$ cat src/rtl/lct_pkg.sv
`timescale 1ns / 1ps

package lct_pkg;

  localparam int DEFAULT_ENTRIES = 64;

  localparam int IDX_FIELD_W = 6;
  localparam int LEN_FIELD_W = 7;

  localparam logic [1:0] MODE_LINK   = 2'd0;
  localparam logic [1:0] MODE_UNLINK = 2'd1;
  localparam logic [1:0] MODE_QUERY  = 2'd2;

  typedef struct packed {
    logic [1:0]             mode;
    logic [IDX_FIELD_W-1:0] first_entry;
    logic [IDX_FIELD_W-1:0] second_entry;
  } in_word_t;

  typedef struct packed {
    logic [IDX_FIELD_W-1:0] member;
    logic [LEN_FIELD_W-1:0] chain_length;
    logic                   is_last;
  } out_word_t;

  typedef enum logic [1:0] {
    ST_IDLE,
    ST_BACK,
    ST_COUNT,
    ST_EMIT
  } lct_state_t;

  // controller -> datapath
  typedef struct packed {
    logic wr_link;
    logic wr_unlink;
    logic start;
    logic step;
    logic to_fwd;
    logic restart;
    logic emit;
    logic use_succ;
  } lct_cmd_t;

  // datapath -> controller
  typedef struct packed {
    logic first_ok;
    logic second_ok;
    logic link_ok;
    logic cap_hit;
    logic emit_last;
    logic out_free;
  } lct_sts_t;

endpackage

$ cat src/rtl/lct_chan_if.sv
`timescale 1ns / 1ps

interface lct_chan_if #(
  parameter type T = logic
);
  logic valid;
  logic ready;
  T     data;

  modport source (output valid, output data, input ready);
  modport sink   (input valid, input data, output ready);
endinterface

$ cat src/rtl/lct_datapath.sv
`timescale 1ns / 1ps

module lct_datapath
  import lct_pkg::*;
#(
  parameter int ENTRIES = DEFAULT_ENTRIES
) (
  input  logic      clk,
  input  logic      rst_n,
  input  in_word_t  in_word,
  input  lct_cmd_t  cmd,
  output lct_sts_t  sts,
  input  logic      out_ready,
  output logic      out_valid,
  output out_word_t out_word
);

  localparam int IDX_W = (ENTRIES > 1) ? $clog2(ENTRIES) : 1;
  localparam int CNT_W = $clog2(ENTRIES + 1);
  localparam logic [CNT_W-1:0]       CNT_CAP = CNT_W'(ENTRIES);
  localparam logic [LEN_FIELD_W-1:0] ENT_LIM = LEN_FIELD_W'(ENTRIES);

  // link tables: valid flags in flops (cleared on reset), indexes in memory
  logic             pred_v_r [ENTRIES];
  logic             succ_v_r [ENTRIES];
  logic [IDX_W-1:0] pred_mem [ENTRIES];
  logic [IDX_W-1:0] succ_mem [ENTRIES];

  logic             pred_rv_r;
  logic             succ_rv_r;
  logic [IDX_W-1:0] pred_ri_r;
  logic [IDX_W-1:0] succ_ri_r;

  logic [IDX_W-1:0] cur_r;
  logic [IDX_W-1:0] head_r;
  logic [CNT_W-1:0] cnt_r;
  logic [CNT_W-1:0] total_r;

  logic             out_valid_r;
  out_word_t        out_word_r;

  logic [IDX_W-1:0] a_idx;
  logic [IDX_W-1:0] b_idx;
  logic [IDX_W-1:0] link_idx;
  logic             link_ok;
  logic             emit_last;
  logic             out_free;
  logic [IDX_W-1:0] rd_addr;
  logic             rd_en;

  assign a_idx     = in_word.first_entry[IDX_W-1:0];
  assign b_idx     = in_word.second_entry[IDX_W-1:0];
  assign link_idx  = cmd.use_succ ? succ_ri_r : pred_ri_r;
  assign link_ok   = cmd.use_succ ? succ_rv_r : pred_rv_r;
  assign emit_last = (cnt_r == total_r);
  assign out_free  = !out_valid_r || out_ready;

  assign sts.first_ok  = ({1'b0, in_word.first_entry} < ENT_LIM);
  assign sts.second_ok = ({1'b0, in_word.second_entry} < ENT_LIM);
  assign sts.link_ok   = link_ok;
  assign sts.cap_hit   = (cnt_r == CNT_CAP);
  assign sts.emit_last = emit_last;
  assign sts.out_free  = out_free;

  always_comb begin
    if (cmd.start) begin
      rd_addr = a_idx;
    end else if (cmd.to_fwd) begin
      rd_addr = cur_r;
    end else if (cmd.restart) begin
      rd_addr = head_r;
    end else begin
      rd_addr = link_idx;
    end
  end

  assign rd_en = cmd.start || cmd.step || cmd.to_fwd || cmd.restart ||
                 (cmd.emit && !emit_last);

  always_ff @(posedge clk) begin
    if (!rst_n) begin
      for (int i = 0; i < ENTRIES; i++) begin
        pred_v_r[i] <= 1'b0;
        succ_v_r[i] <= 1'b0;
      end
    end else if (cmd.wr_link || cmd.wr_unlink) begin
      pred_v_r[b_idx] <= cmd.wr_link;
      succ_v_r[a_idx] <= cmd.wr_link;
    end
  end

  always_ff @(posedge clk) begin
    if (cmd.wr_link) begin
      pred_mem[b_idx] <= a_idx;
      succ_mem[a_idx] <= b_idx;
    end
  end

  // registered reads; data holds while no read is issued (output stall)
  always_ff @(posedge clk) begin
    if (rd_en) begin
      pred_ri_r <= pred_mem[rd_addr];
      succ_ri_r <= succ_mem[rd_addr];
    end
  end

  always_ff @(posedge clk) begin
    if (!rst_n) begin
      pred_rv_r <= 1'b0;
      succ_rv_r <= 1'b0;
    end else if (rd_en) begin
      pred_rv_r <= pred_v_r[rd_addr];
      succ_rv_r <= succ_v_r[rd_addr];
    end
  end

  // walk position and step counter, shared by all three passes
  always_ff @(posedge clk) begin
    if (!rst_n) begin
      cnt_r   <= '0;
      total_r <= '0;
    end else if (cmd.start) begin
      cnt_r <= '0;
    end else if (cmd.step) begin
      cnt_r <= cnt_r + 1'b1;
    end else if (cmd.to_fwd) begin
      cnt_r <= CNT_W'(1);
    end else if (cmd.restart) begin
      total_r <= cnt_r;
      cnt_r   <= CNT_W'(1);
    end else if (cmd.emit && !emit_last) begin
      cnt_r <= cnt_r + 1'b1;
    end
  end

  always_ff @(posedge clk) begin
    if (cmd.start) begin
      cur_r <= a_idx;
    end else if (cmd.step) begin
      cur_r <= link_idx;
    end else if (cmd.restart) begin
      cur_r <= head_r;
    end else if (cmd.emit && !emit_last) begin
      cur_r <= link_idx;
    end
  end

  always_ff @(posedge clk) begin
    if (cmd.to_fwd) begin
      head_r <= cur_r;
    end
  end

  always_ff @(posedge clk) begin
    if (!rst_n) begin
      out_valid_r <= 1'b0;
    end else if (cmd.emit) begin
      out_valid_r <= 1'b1;
    end else if (out_ready) begin
      out_valid_r <= 1'b0;
    end
  end

  always_ff @(posedge clk) begin
    if (cmd.emit) begin
      out_word_r.member       <= IDX_FIELD_W'(cur_r);
      out_word_r.chain_length <= LEN_FIELD_W'(total_r);
      out_word_r.is_last      <= emit_last;
    end
  end

  assign out_valid = out_valid_r;
  assign out_word  = out_word_r;

  a_cnt_bound: assert property (@(posedge clk) disable iff (!rst_n)
    cnt_r <= CNT_CAP)
    else $error("walk counter beyond table size");

  a_total_range: assert property (@(posedge clk) disable iff (!rst_n)
    cmd.emit |-> (total_r != '0) && (total_r <= CNT_CAP))
    else $error("chain length out of range while emitting");

  // second forward pass must retrace the counting pass
  a_rewalk: assert property (@(posedge clk) disable iff (!rst_n)
    (cmd.emit && !emit_last) |-> succ_rv_r)
    else $error("emit pass lost a successor link");

  a_emit_loads: assert property (@(posedge clk) disable iff (!rst_n)
    cmd.emit |=> out_valid_r && (out_word_r.is_last == $past(emit_last)))
    else $error("emitted word not loaded");

endmodule

$ cat src/rtl/lct_ctrl.sv
`timescale 1ns / 1ps

module lct_ctrl
  import lct_pkg::*;
(
  input  logic       clk,
  input  logic       rst_n,
  input  logic       in_valid,
  input  logic [1:0] in_mode,
  input  lct_sts_t   sts,
  output logic       in_ready,
  output lct_cmd_t   cmd
);

  lct_state_t state_r;
  lct_state_t state_nxt;

  always_ff @(posedge clk) begin
    if (!rst_n) begin
      state_r <= ST_IDLE;
    end else begin
      state_r <= state_nxt;
    end
  end

  always_comb begin
    state_nxt = state_r;
    unique case (state_r)
      ST_IDLE: begin
        if (in_valid && (in_mode == MODE_QUERY) && sts.first_ok) begin
          state_nxt = ST_BACK;
        end
      end
      ST_BACK: begin
        if (!(sts.link_ok && !sts.cap_hit)) begin
          state_nxt = ST_COUNT;
        end
      end
      ST_COUNT: begin
        if (!(sts.link_ok && !sts.cap_hit)) begin
          state_nxt = ST_EMIT;
        end
      end
      ST_EMIT: begin
        if (sts.out_free && sts.emit_last) begin
          state_nxt = ST_IDLE;
        end
      end
      default: state_nxt = ST_IDLE;
    endcase
  end

  always_comb begin
    cmd      = '0;
    in_ready = 1'b0;
    unique case (state_r)
      ST_IDLE: begin
        in_ready = 1'b1;
        if (in_valid) begin
          unique case (in_mode)
            MODE_LINK:   cmd.wr_link   = sts.first_ok && sts.second_ok;
            MODE_UNLINK: cmd.wr_unlink = sts.first_ok && sts.second_ok;
            MODE_QUERY:  cmd.start     = sts.first_ok;
            default:     ;
          endcase
        end
      end
      ST_BACK: begin
        if (sts.link_ok && !sts.cap_hit) begin
          cmd.step = 1'b1;
        end else begin
          cmd.to_fwd = 1'b1;
        end
      end
      ST_COUNT: begin
        cmd.use_succ = 1'b1;
        if (sts.link_ok && !sts.cap_hit) begin
          cmd.step = 1'b1;
        end else begin
          cmd.restart = 1'b1;
        end
      end
      ST_EMIT: begin
        cmd.use_succ = 1'b1;
        cmd.emit     = sts.out_free;
      end
      default: ;
    endcase
  end

  a_one_cmd: assert property (@(posedge clk) disable iff (!rst_n)
    $onehot0({cmd.wr_link, cmd.wr_unlink, cmd.start, cmd.step,
              cmd.to_fwd, cmd.restart, cmd.emit}))
    else $error("conflicting datapath commands");

  a_last_ends: assert property (@(posedge clk) disable iff (!rst_n)
    (state_r == ST_EMIT && sts.out_free && sts.emit_last) |=> state_r == ST_IDLE)
    else $error("query did not end after last member");

  a_start_walk: assert property (@(posedge clk) disable iff (!rst_n)
    cmd.start |=> state_r == ST_BACK)
    else $error("query start did not enter backward walk");

endmodule

$ cat src/rtl/linked_chain_table_top.sv
`timescale 1ns / 1ps

// Table of ENTRIES entries, each with an optional predecessor and successor
// link. A link word (mode 0) makes first_entry the predecessor of
// second_entry, an unlink word (mode 1) clears those two links; both take
// one cycle and return nothing, as do mode 3 and words naming entries
// outside the table. A query word (mode 2) walks back from first_entry to
// the chain head, then forward to the tail, and returns one word per member,
// head first, each with the chain length and a last flag. Each link table
// has one registered read port, so a walk advances one link per cycle (the
// emit walk only while the result side is not stalled); the forward walk
// runs twice (once to count, once to emit). A query holds the input from
// its accept through the backward, count and emit passes, also while the
// result side stalls. The next word is taken in the cycle after the last
// member enters the output register.
// Walks are capped at ENTRIES steps, so looped chains always finish.
module linked_chain_table_top
  import lct_pkg::*;
#(
  parameter int ENTRIES = DEFAULT_ENTRIES
) (
  input  logic       clk,
  input  logic       rst_n,
  lct_chan_if.sink   in_ch,
  lct_chan_if.source out_ch
);

  lct_cmd_t  cmd;
  lct_sts_t  sts;
  in_word_t  in_word;
  out_word_t out_word;

  assign in_word     = in_ch.data;
  assign out_ch.data = out_word;

  lct_ctrl u_ctrl (
    .clk      (clk),
    .rst_n    (rst_n),
    .in_valid (in_ch.valid),
    .in_mode  (in_word.mode),
    .sts      (sts),
    .in_ready (in_ch.ready),
    .cmd      (cmd)
  );

  lct_datapath #(
    .ENTRIES (ENTRIES)
  ) u_datapath (
    .clk       (clk),
    .rst_n     (rst_n),
    .in_word   (in_word),
    .cmd       (cmd),
    .sts       (sts),
    .out_ready (out_ch.ready),
    .out_valid (out_ch.valid),
    .out_word  (out_word)
  );

endmodule
$ cat src/flat_wrapper.sv
// flat-port wrapper written by rule: the top's interface ports become plain ports
module linked_chain_table_top_flat import lct_pkg::*;
#(
  parameter int ENTRIES = DEFAULT_ENTRIES
)
  (clk, rst_n, in_ch_valid, in_ch_data, in_ch_ready, out_ch_valid, out_ch_data, out_ch_ready);
  lct_chan_if in_ch_i ();
  lct_chan_if out_ch_i ();
  input  logic clk;
  input  logic rst_n;
  input wire logic [$bits(in_ch_i.valid)-1:0] in_ch_valid;
  input wire logic [$bits(in_ch_i.data)-1:0] in_ch_data;
  output wire logic [$bits(in_ch_i.ready)-1:0] in_ch_ready;
  output wire logic [$bits(out_ch_i.valid)-1:0] out_ch_valid;
  output wire logic [$bits(out_ch_i.data)-1:0] out_ch_data;
  input wire logic [$bits(out_ch_i.ready)-1:0] out_ch_ready;
  assign in_ch_i.valid = in_ch_valid;
  assign in_ch_i.data = in_ch_data;
  assign in_ch_ready = in_ch_i.ready;
  assign out_ch_valid = out_ch_i.valid;
  assign out_ch_data = out_ch_i.data;
  assign out_ch_i.ready = out_ch_ready;
  linked_chain_table_top #(.ENTRIES(ENTRIES)) u_core (.clk(clk), .rst_n(rst_n), .in_ch(in_ch_i), .out_ch(out_ch_i));
endmodule
$ cat config.mk
export PLATFORM = sky130hd
export DESIGN_NAME = linked_chain_table_top_flat
export DESIGN_NICKNAME = d
export VERILOG_FILES = /design/src/rtl/lct_pkg.sv /design/src/rtl/lct_chan_if.sv /design/src/rtl/lct_datapath.sv /design/src/rtl/lct_ctrl.sv /design/src/rtl/linked_chain_table_top.sv /design/src/flat_wrapper.sv
export SDC_FILE = /design/constraint.sdc
export NUM_CORES = 1
export LEC_CHECK = 0
export ABC_AREA = 1
export BUFFER_PORTS_ARGS = -buffer_cell sky130_fd_sc_hd__buf_2
export CAP_MARGIN = 20
export CELL_PAD_IN_SITES_DETAIL_PLACEMENT = 0
export CELL_PAD_IN_SITES_GLOBAL_PLACEMENT = 1
export CORE_MARGIN = 1
export CORE_UTILIZATION = 45
export DETAILED_ROUTE_END_ITERATION = 8
export GPL_TIMING_DRIVEN = 0
export PLACE_DENSITY = 0.85
export REMOVE_ABC_BUFFERS = 1
export SLEW_MARGIN = 20
export SYNTH_ARGS = -nofsm -noshare
export SYNTH_HDL_FRONTEND = slang
export SYNTH_SLANG_ARGS = --single-unit
$ cat constraint.sdc
create_clock -name clk -period 3 [get_ports clk]
set_clock_uncertainty 0.15 [all_clocks]
set_input_delay 0.9 -clock clk [delete_from_list [all_inputs] [get_ports clk]]
set_output_delay 0.9 -clock clk [all_outputs]
set_load 0.1 [all_outputs]
# == Word-level counts from Yosys, hierarchy flattened ==
# Memory sizes are Yosys's and may differ from the RTL's. A register that Yosys moved wholly into a read port is not among the register bits.
# Index checks and enable logic that the tools add are counted.
# classes
addsub,1
n_eq_ne,8
n_mux,38
n_bitwise,6
n_reduce_logical,24
# ops
op,n
6-bit 2-to-1 mux,8
7-bit 2-to-1 mux,4
1-bit 2-to-1 mux,20
4-bit AND reduction,2
"7-bit by 1-bit adder with 7-bit output, second input constant",1
7-bit == test,1
"7-bit == test, second input constant",1
1-bit logical OR,6
2-bit 2-to-1 mux,3
3-bit 2-to-1 mux,2
"2-bit inequality test, second input constant",3
2-bit one-hot mux with 3 select lines,1
2-bit OR reduction,3
1-bit logical NOT,5
1-bit NOT,5
"2-bit == test, second input constant",2
4-bit nonzero test,1
1-bit logical AND,3
3-bit nonzero test,1
"2-bit by 1-bit == test with 1-bit output, second input constant",1
2-bit logical NOT,1
2-bit nonzero test,1
1-bit bitwise OR,1
1-bit OR reduction,1
# totals
ff_bits,42
mem_bits_rw,192
in_bits,5
mem_count,3
# memory_table
memory,words,width,rd,rd_ports_with_merged_regs,wr,line,text
u_core.u_datapath.pred_v_r,64,1,1,1,64,lct_datapath.sv:24,logic pred_v_r [ENTRIES];
u_core.u_datapath.succ_mem,64,1,1,1,1,lct_datapath.sv:27,logic [IDX_W-1:0] succ_mem [ENTRIES];
u_core.u_datapath.succ_v_r,64,1,1,1,64,lct_datapath.sv:25,logic succ_v_r [ENTRIES];

# == Depth between registers and ports, before layout ==
# Gate-level depths: netlist of the first run.
# depth
word_depth,11
depth_mapped,21
mapped_depth_nobuf,20

# == By module ==
# Synthesis of the first run repeated with hierarchy kept, for this count alone.
# hier_totals
cells_unflattened,3735
hier_area_um2,40620.2
# by_module_without_submodules
mod,instances,cells_per_inst,area_each_um2
lct_datapath,1,3685,40342.4
lct_ctrl,1,49,274.0
linked_chain_table_top,1,1,3.8

# == Least setup slack after synthesis of the first run ==
# Ideal clock, no wire load.
# synth_timing
kind,register to register
from,register u_core.u_datapath.cnt_r[0]
to,register u_core.u_datapath.pred_rv_r (read register of u_core.u_datapath.pred_v_r)
setup_time_ns,0.109
t_arrival_ns,2.149
t_required_ns,2.741
setup_slack_ns,0.592
path_stages_with_launch,20
n_path_buf,1
path_cell_list,dfxtp_1 -> inv_1 -> ha_1 -> nand2_1 -> inv_1 -> nand3_1 -> nand2_2 -> nand2_4 -> inv_1 -> nand2_1 -> clkbuf_1 -> nand3_1 -> nand3_1 -> nand3_1 -> nand3_1 -> nand3_1 -> nand3_1 -> nand3_1 -> nand2_1 -> inv_1
# synth_rtl
element,line,text
from (decl),lct_datapath.sv:36,logic [CNT_W-1:0] cnt_r;
from (signal assigned),lct_datapath.sv:125,cnt_r <= cnt_r + 1'b1;
from (signal assigned),lct_datapath.sv:132,cnt_r <= cnt_r + 1'b1;
to (decl),lct_datapath.sv:29,logic pred_rv_r;

# == Worst setup path in the final report of the first run ==
# layout_timing
from,register u_core.u_datapath.cnt_r[0]
to,register u_core.u_datapath.pred_rv_r (read register of u_core.u_datapath.pred_v_r)
# layout_between
elab_chain_cells,9
elab_cells_between_ends,18
# layout_rtl
element
branches (longest 9 deep; another with 7-bit == test)
# Several ways; the timed one is not identified.
# A chain may end at the register's enable or synchronous reset.

==> flow_metrics.env, run 1 <==
export IMPL_outcome="finished, final reports clean"
export IMPL_cp_max_fo=14
export IMPL_synth_mux_area_share_pct=0
export IMPL_detail_route_antenna_nets=0
export IMPL_clock_path_buffers=2
export IMPL_power_leakage_uw=0.00447
export IMPL_synth_area_sq_um=6910
export IMPL_synthCells=988
export IMPL_async_reset_ff_share_pct=0
export IMPL_drtIter0Drc=436
export IMPL_dieHeight_um=126
export IMPL_die_w_um=126
export IMPL_synth_edff_count=15
export IMPL_ys_ff_latch=162
export IMPL_clock_latency_ns=0.42
export IMPL_fin_setup_tns_ns=0
export IMPL_synthTopCellsByArea="dfxtp_1 43%, nand2_1 17%, inv_1 14%"
export IMPL_synth_compound_area_share_pct=2.77
export IMPL_cts_root_buffer="clkbuf_16"
export IMPL_synth_top_area_share_pct=42.6
export IMPL_grt_pass1_vias=4981
export IMPL_start_kind="flip-flop"
export IMPL_die_area_sq_um=15800
export IMPL_fillers=1437
export IMPL_grt_first_pass_wirelength_mm=24.5
export IMPL_clk_pin_slew_ns=0.07
export IMPL_synth_most_common_cell="nand2_1"
export IMPL_p_per_area_nw_per_um2=772
export IMPL_drive_gt1_share_pct=9.91
export IMPL_cp_data_required_time_ns=3.17
export IMPL_port_buffers=7
export IMPL_yosysUniqueCellTypes=26
export IMPL_arrival_ns=3.04
export IMPL_ir_drop_uv=522
export IMPL_setup_slack_ns=0.135
export IMPL_slew_headroom_pct=46.4
export IMPL_min_period_over_period_pct=95.5
export IMPL_avgRoutedWirePerCell_um=12.8
export IMPL_worstSetupPathType="flip-flop to flip-flop"
export IMPL_hold_violations=0
export IMPL_first_pass_iters=6
export IMPL_numClockSinks=162
export IMPL_grt_overflow=0
export IMPL_htreeDepth=4
export IMPL_yosysWarningCount=0
export IMPL_synth_adder_area_share_pct=1.27
export IMPL_track_usage_pct=19.6
export IMPL_fin_nets=1028
export IMPL_core_area_sq_um=14800
export IMPL_tightest_slew_ns=0.795
export IMPL_whs_ns=0.272
export IMPL_drc=0
export IMPL_viasPerCell=4.59
export IMPL_antennaDiodeCount=0
export IMPL_grt_antenna_before_repair=0
export IMPL_ys_seq_area_share_pct=49.1
export IMPL_end_kind="flip-flop"
export IMPL_synth_top_family_by_area="simple AND/OR/NAND/NOR gates"
export IMPL_synth_ff_type="dfxtp_1"
export IMPL_syn2layout_area_growth_pct=20.0
export IMPL_place_gp_congestion=0.752
export IMPL_hp_class="flip-flop to flip-flop"
export IMPL_io_pins=8
export IMPL_fmax_mhz=349
export IMPL_grt_max_degree=90
export IMPL_period_needed_ns=2.87
export IMPL_vias=5570
export IMPL_hpwl_mm=7.54
export IMPL_drv_slew=0
export IMPL_cts_tree="done"
export IMPL_maxCapViolCount=0
export IMPL_synth_simple_area_share_pct=29.0
export IMPL_yosys_top_cells_count="306 x nand2_1, 262 x inv_1, 147 x dfxtp_1, 142 x nand3_1, 19 x clkbuf_1"
export IMPL_synth_top_area_cell="dfxtp_1"
export IMPL_post_place_ws_ns=-0.920
export IMPL_rsz0062_at_grt="no"
export IMPL_synthXorXnorAreaFrac_pct=0.634
export IMPL_setup_viol=0
export IMPL_row_count=44
export IMPL_start_util_pct=46.8
export IMPL_syn_avg_cell_area_sq_um=6.99
export IMPL_cts_made_buffers=17
export IMPL_finalWirelength_mm=15.5
area by class of cell:
class                   instances  area (sq um)  share of cell area (%)
clock inverters                10           166                    2.01
well taps                     184           230                    2.78
multi-input cells             536          2660                    32.1
flip-flops and latches        162          3400                    41.0
inverters                     263          1020                    12.3
clock buffers                  22           507                    6.12
repair buffers                 36           308                    3.71
final timing paths:
path	startpoint	end	slack, ns	cells past startpoint
max	u_core.u_datapath.cnt_r[0]	u_core.u_datapath.pred_rv_r	0.13	16
min	u_core.u_datapath.pred_v_r[62]	u_core.u_datapath.pred_v_r[62]	0.27	2
max reg2reg	u_core.u_datapath.cnt_r[0]	u_core.u_datapath.pred_rv_r	0.13	16
min reg2reg	u_core.u_datapath.pred_v_r[62]	u_core.u_datapath.pred_v_r[62]	0.27	2
sequential cells by signal, summed over array words and instances, names as in the netlist:
| register | count |
|---|---|
| u_core.u_datapath.pred_v_r | 64 |
| u_core.u_datapath.succ_v_r | 64 |
| u_core.u_datapath.pred_rv_r | 1 |
| u_core.u_datapath.cnt_r | 7 |
| u_core.u_datapath.out_valid | 1 |
| u_core.u_ctrl.state_r | 2 |
| u_core.u_datapath.succ_rv_r | 1 |
| u_core.u_datapath.cur_r | 6 |
| u_core.u_datapath.succ_mem | 1 |
| u_core.u_datapath.head_r | 6 |
| u_core.u_datapath.out_word | 1 |
| u_core.u_datapath.succ_ri_r | 1 |
| u_core.u_datapath.total_r | 7 |
per-stage QoR:
stage               instances  power [uW]  cell area [sq um]  util [%]
finish                   1213        6390               8290      56.2
global route             1213        6730               8290      56.2
CTS                      1186        6200               7960      54.0
detailed placement       1141        3580               7010      47.5
global placement         1140        3600               6970      47.2
floorplan                 949        3230               6710         -
power breakdown:
group	internal [uW]	total, uW	switching, uW
logic	544	1640	1100
clock network	1540	2430	884
registers	2270	2320	53.3
total	4360	6390	2040
timing repair:
item / in CTS / in global routing
gates resized for setup: 32 / 13
gates cloned: 5 / 7
setup buffers: 8 / 20
hold buffers: 0 / 0
endpoints found under the setup margin: 2 / 2
pin swaps: 4 / 11
placed cells by master (no fill, tap or decap), types with 3 or more instances in the layout:
master      instances
nand2_4             7
nor3_1              3
a21oi_1            15
buf_2               6
clkbuf_16          19
nand3_2             3
edfxtp_1           15
nand2_1           301
clkinvlp_4          4
ha_1                7
nand2_8            12
o21ai_0            17
bufinv_16           4
dfxtp_1           145
xor2_1              5
nor2_1             14
inv_1             258
buf_4              25
nand3_1           137
cells by family (layout without fill, tap and decap cells):
| group | count (synthesis) | after routing |
|---|---|---|
| fa+ha+maj | 7 | 7 |
| xor+xnor | 5 | 5 |
| flops | 162 | 162 |
| compound gates | 37 | 37 |
| buf+inv | 302 | 331 |
| simple gates | 475 | 487 |
critical path: stages, from the launching register on:
cell and delay (ns):
dfxtp_2 0.35, inv_1 0.08, ha_1 0.15, nand2_1 0.06, inv_1 0.07, nand3_2 0.10, nand2_4 0.15, nand2_8 0.11
buf_4 0.17, o21ai_2 0.53, inv_2 0.26, nand3_1 0.17, nand3_2 0.10, nand3_1 0.11, nand3_1 0.08, nand2_1 0.07
inv_1 0.03
metal layers:
| metal | vias up | GRT usage (%) | routed length, um |
|---|---|---|---|
| li1 | 2970 | - | - |
| met2 | 92 | 31.5 | 7180 |
| met3 | 15 | 5.27 | 631 |
| met4 | 0 | 5.60 | 165 |
| met5 | - | 0 | 0 |
| met1 | 2493 | 25.8 | 7550 |
No activity file was read; power rests on OpenSTA's default activity.
==> run 2, diff against run 1 <==
--- a/config.mk
+++ b/config.mk
@@ -15,7 +15,6 @@
 export DETAILED_ROUTE_END_ITERATION = 8
 export GPL_TIMING_DRIVEN = 0
 export PLACE_DENSITY = 0.85
-export REMOVE_ABC_BUFFERS = 1
 export SLEW_MARGIN = 20
 export SYNTH_ARGS = -nofsm -noshare
 export SYNTH_HDL_FRONTEND = slang
==> run 2 against run 1 <==
Against the previous run: sequential cell count unchanged; highest routed layer unchanged; core utilization down 2.2 points; die area unchanged.
==> flow_metrics.env, run 2 (synthesis gave the netlist of run 1 again) <==
export IMPL_rsz0062_at_grt="no"
export IMPL_htreeDepth=4
export IMPL_arrival_ns=2.98
export IMPL_drive_gt1_share_pct=7.92
export IMPL_drv_slew=0
export IMPL_grt_overflow=0
export IMPL_syn2layout_area_growth_pct=15.3
export IMPL_clock_latency_ns=0.42
export IMPL_detail_route_antenna_nets=0
export IMPL_clk_pin_slew_ns=0.06
export IMPL_drtIter0Drc=505
export IMPL_mostFrequentLayoutCells="304 x nand2_1, 259 x inv_1, 145 x dfxtp_1, 140 x nand3_1, 19 x clkbuf_1"
export IMPL_port_buffers=6
export IMPL_cp_cell_sequence="inv_1 -> ha_1 -> nand2_1 -> inv_1 -> nand3_2 -> nand2_4 -> nand2_2 -> buf_4 -> o21ai_4 -> clkbuf_2 -> nand3_1 -> nand3_1 -> nand3_1 -> nand3_1 -> nand3_1 -> nand2_1 -> inv_1"
export IMPL_min_period_over_period_pct=93.5
export IMPL_whs_ns=0.273
export IMPL_cts_made_buffers=17
export IMPL_power_leakage_uw=0.00438
export IMPL_end_kind="flip-flop"
export IMPL_io_pins=8
export IMPL_numClockSinks=162
export IMPL_ir_drop_uv=467
export IMPL_viasPerCell=4.68
export IMPL_place_area_sq_um=7170
export IMPL_cts_hold_buf=0
export IMPL_first_pass_iters=5
export IMPL_fin_setup_tns_ns=0
export IMPL_slowest_stage="dfxtp_2"
export IMPL_grt_first_pass_wirelength_mm=26.9
export IMPL_start_util_pct=46.8
export IMPL_antennaDiodeCount=0
export IMPL_cp_max_fo=10
export IMPL_slew_headroom_pct=55.9
export IMPL_drc=0
export IMPL_cts_root_buffer="clkbuf_16"
export IMPL_post_place_ws_ns=-0.208
export IMPL_avgRoutedWirePerCell_um=13.6
export IMPL_tightest_slew_ns=0.654
export IMPL_dpl_cell_count=1178
export IMPL_track_usage_pct=22.2
export IMPL_fmax_mhz=356
export IMPL_clock_path_buffers=2
export IMPL_hold_violations=0
export IMPL_dieHeight_um=126
export IMPL_maxCapViolCount=0
export IMPL_core_area_sq_um=14800
export IMPL_die_w_um=126
export IMPL_grt_pass1_vias=5275
export IMPL_reg_top3="u_core.u_datapath.pred_v_r x64, u_core.u_datapath.succ_v_r x64"
export IMPL_grt_max_degree=17
export IMPL_outcome="finished, final reports clean"
export IMPL_row_count=44
export IMPL_hp_class="flip-flop to flip-flop"
export IMPL_finalWirelength_mm=16.6
export IMPL_cp_data_required_time_ns=3.17
export IMPL_hpwl_mm=10.9
export IMPL_final_area_sq_um=7970
export IMPL_start_kind="flip-flop"
export IMPL_fin_nets=1035
export IMPL_fin_cells=1219
export IMPL_cts_tree="done"
export IMPL_place_gp_congestion=0.871
export IMPL_worstSetupPathType="flip-flop to flip-flop"
export IMPL_cpMostUsedCell="nand3_1"
export IMPL_vias=5709
export IMPL_setup_slack_ns=0.194
export IMPL_die_area_sq_um=15800
export IMPL_mostFrequentLayoutCell="nand2_1"
export IMPL_setup_viol=0
export IMPL_synthesis_nets=1000
export IMPL_slowest_delay_ns=0.35
export IMPL_period_needed_ns=2.81
export IMPL_p_per_area_nw_per_um2=762
export IMPL_grt_antenna_before_repair=0
## run 2: cell types whose count changed in the layout (fill, tap and decap cells not counted), sizes merged
cell | previous run | this run
or2 | 2 | 1
nand2 | 321 | 311
buf | 36 | 31
clkinvlp | 4 | 2
inv | 261 | 262
clkbuf | 22 | 46
bufinv | 4 | 3
## run 2: timing repair
item / CTS / global route
setup buffers: 2 / 7
endpoints found under the hold margin: 0 / 0
gates cloned: 0 / 1
gates resized for setup: 10 / 36
pin swaps: 0 / 3
endpoints found under the setup margin: 2 / 2
## run 2: power by group
group / internal (uW) / switching (uW) / total, uW
Sequential: 2270 / 46.9 / 2320
Clock: 1380 / 844 / 2220
Combinational: 491 / 1040 / 1530
## run 2: layout make-up
type,count,area [sq um]
Clock inverter,8,126
Clock buffer,23,479
Inverter,263,991
Buffer,39,268
Fill cell,1436,6790
Timing Repair Buffer,15,97.6
Tap cell,184,230
Multi-Input combinational cell,525,2380
Sequential cell,162,3400
## run 2: worst max-delay path, delay by kind of cell, from the launching register on
family,cells,cell delay [ns]
adder cells (fa/ha/maj),1,0.14
AND/OR/NAND/NOR,10,1.05
AO/OA/AOI/OAI,1,0.33
flip-flops,1,0.35
buffers and inverters,5,0.68
## run 2: worst paths after layout
| check | from | to | slack [ns] | depth (start not counted) |
|---|---|---|---|---|
| max | u_core.u_datapath.cnt_r[0] | u_core.u_datapath.succ_rv_r | 0.19 | 17 |
| min | u_core.u_datapath.pred_v_r[23] | u_core.u_datapath.pred_v_r[23] | 0.27 | 2 |
| max reg2reg | u_core.u_datapath.cnt_r[0] | u_core.u_datapath.succ_rv_r | 0.19 | 17 |
| min reg2reg | u_core.u_datapath.pred_v_r[23] | u_core.u_datapath.pred_v_r[23] | 0.27 | 2 |
## run 2: through the flow
step                      power (uW)  util [%]
after floorplan                 3320         -
after global placement          3760      48.6
after detailed placement        3760      48.6
after CTS                       6010      52.9
after global routing            6360      54.0
final                           6070      54.0
## run 2: metal layers
metal	track usage (%)	routed length [um]
met1	29.5	8170
met5	0	0
met4	9.50	546
met3	5.31	805
met2	34.5	7110
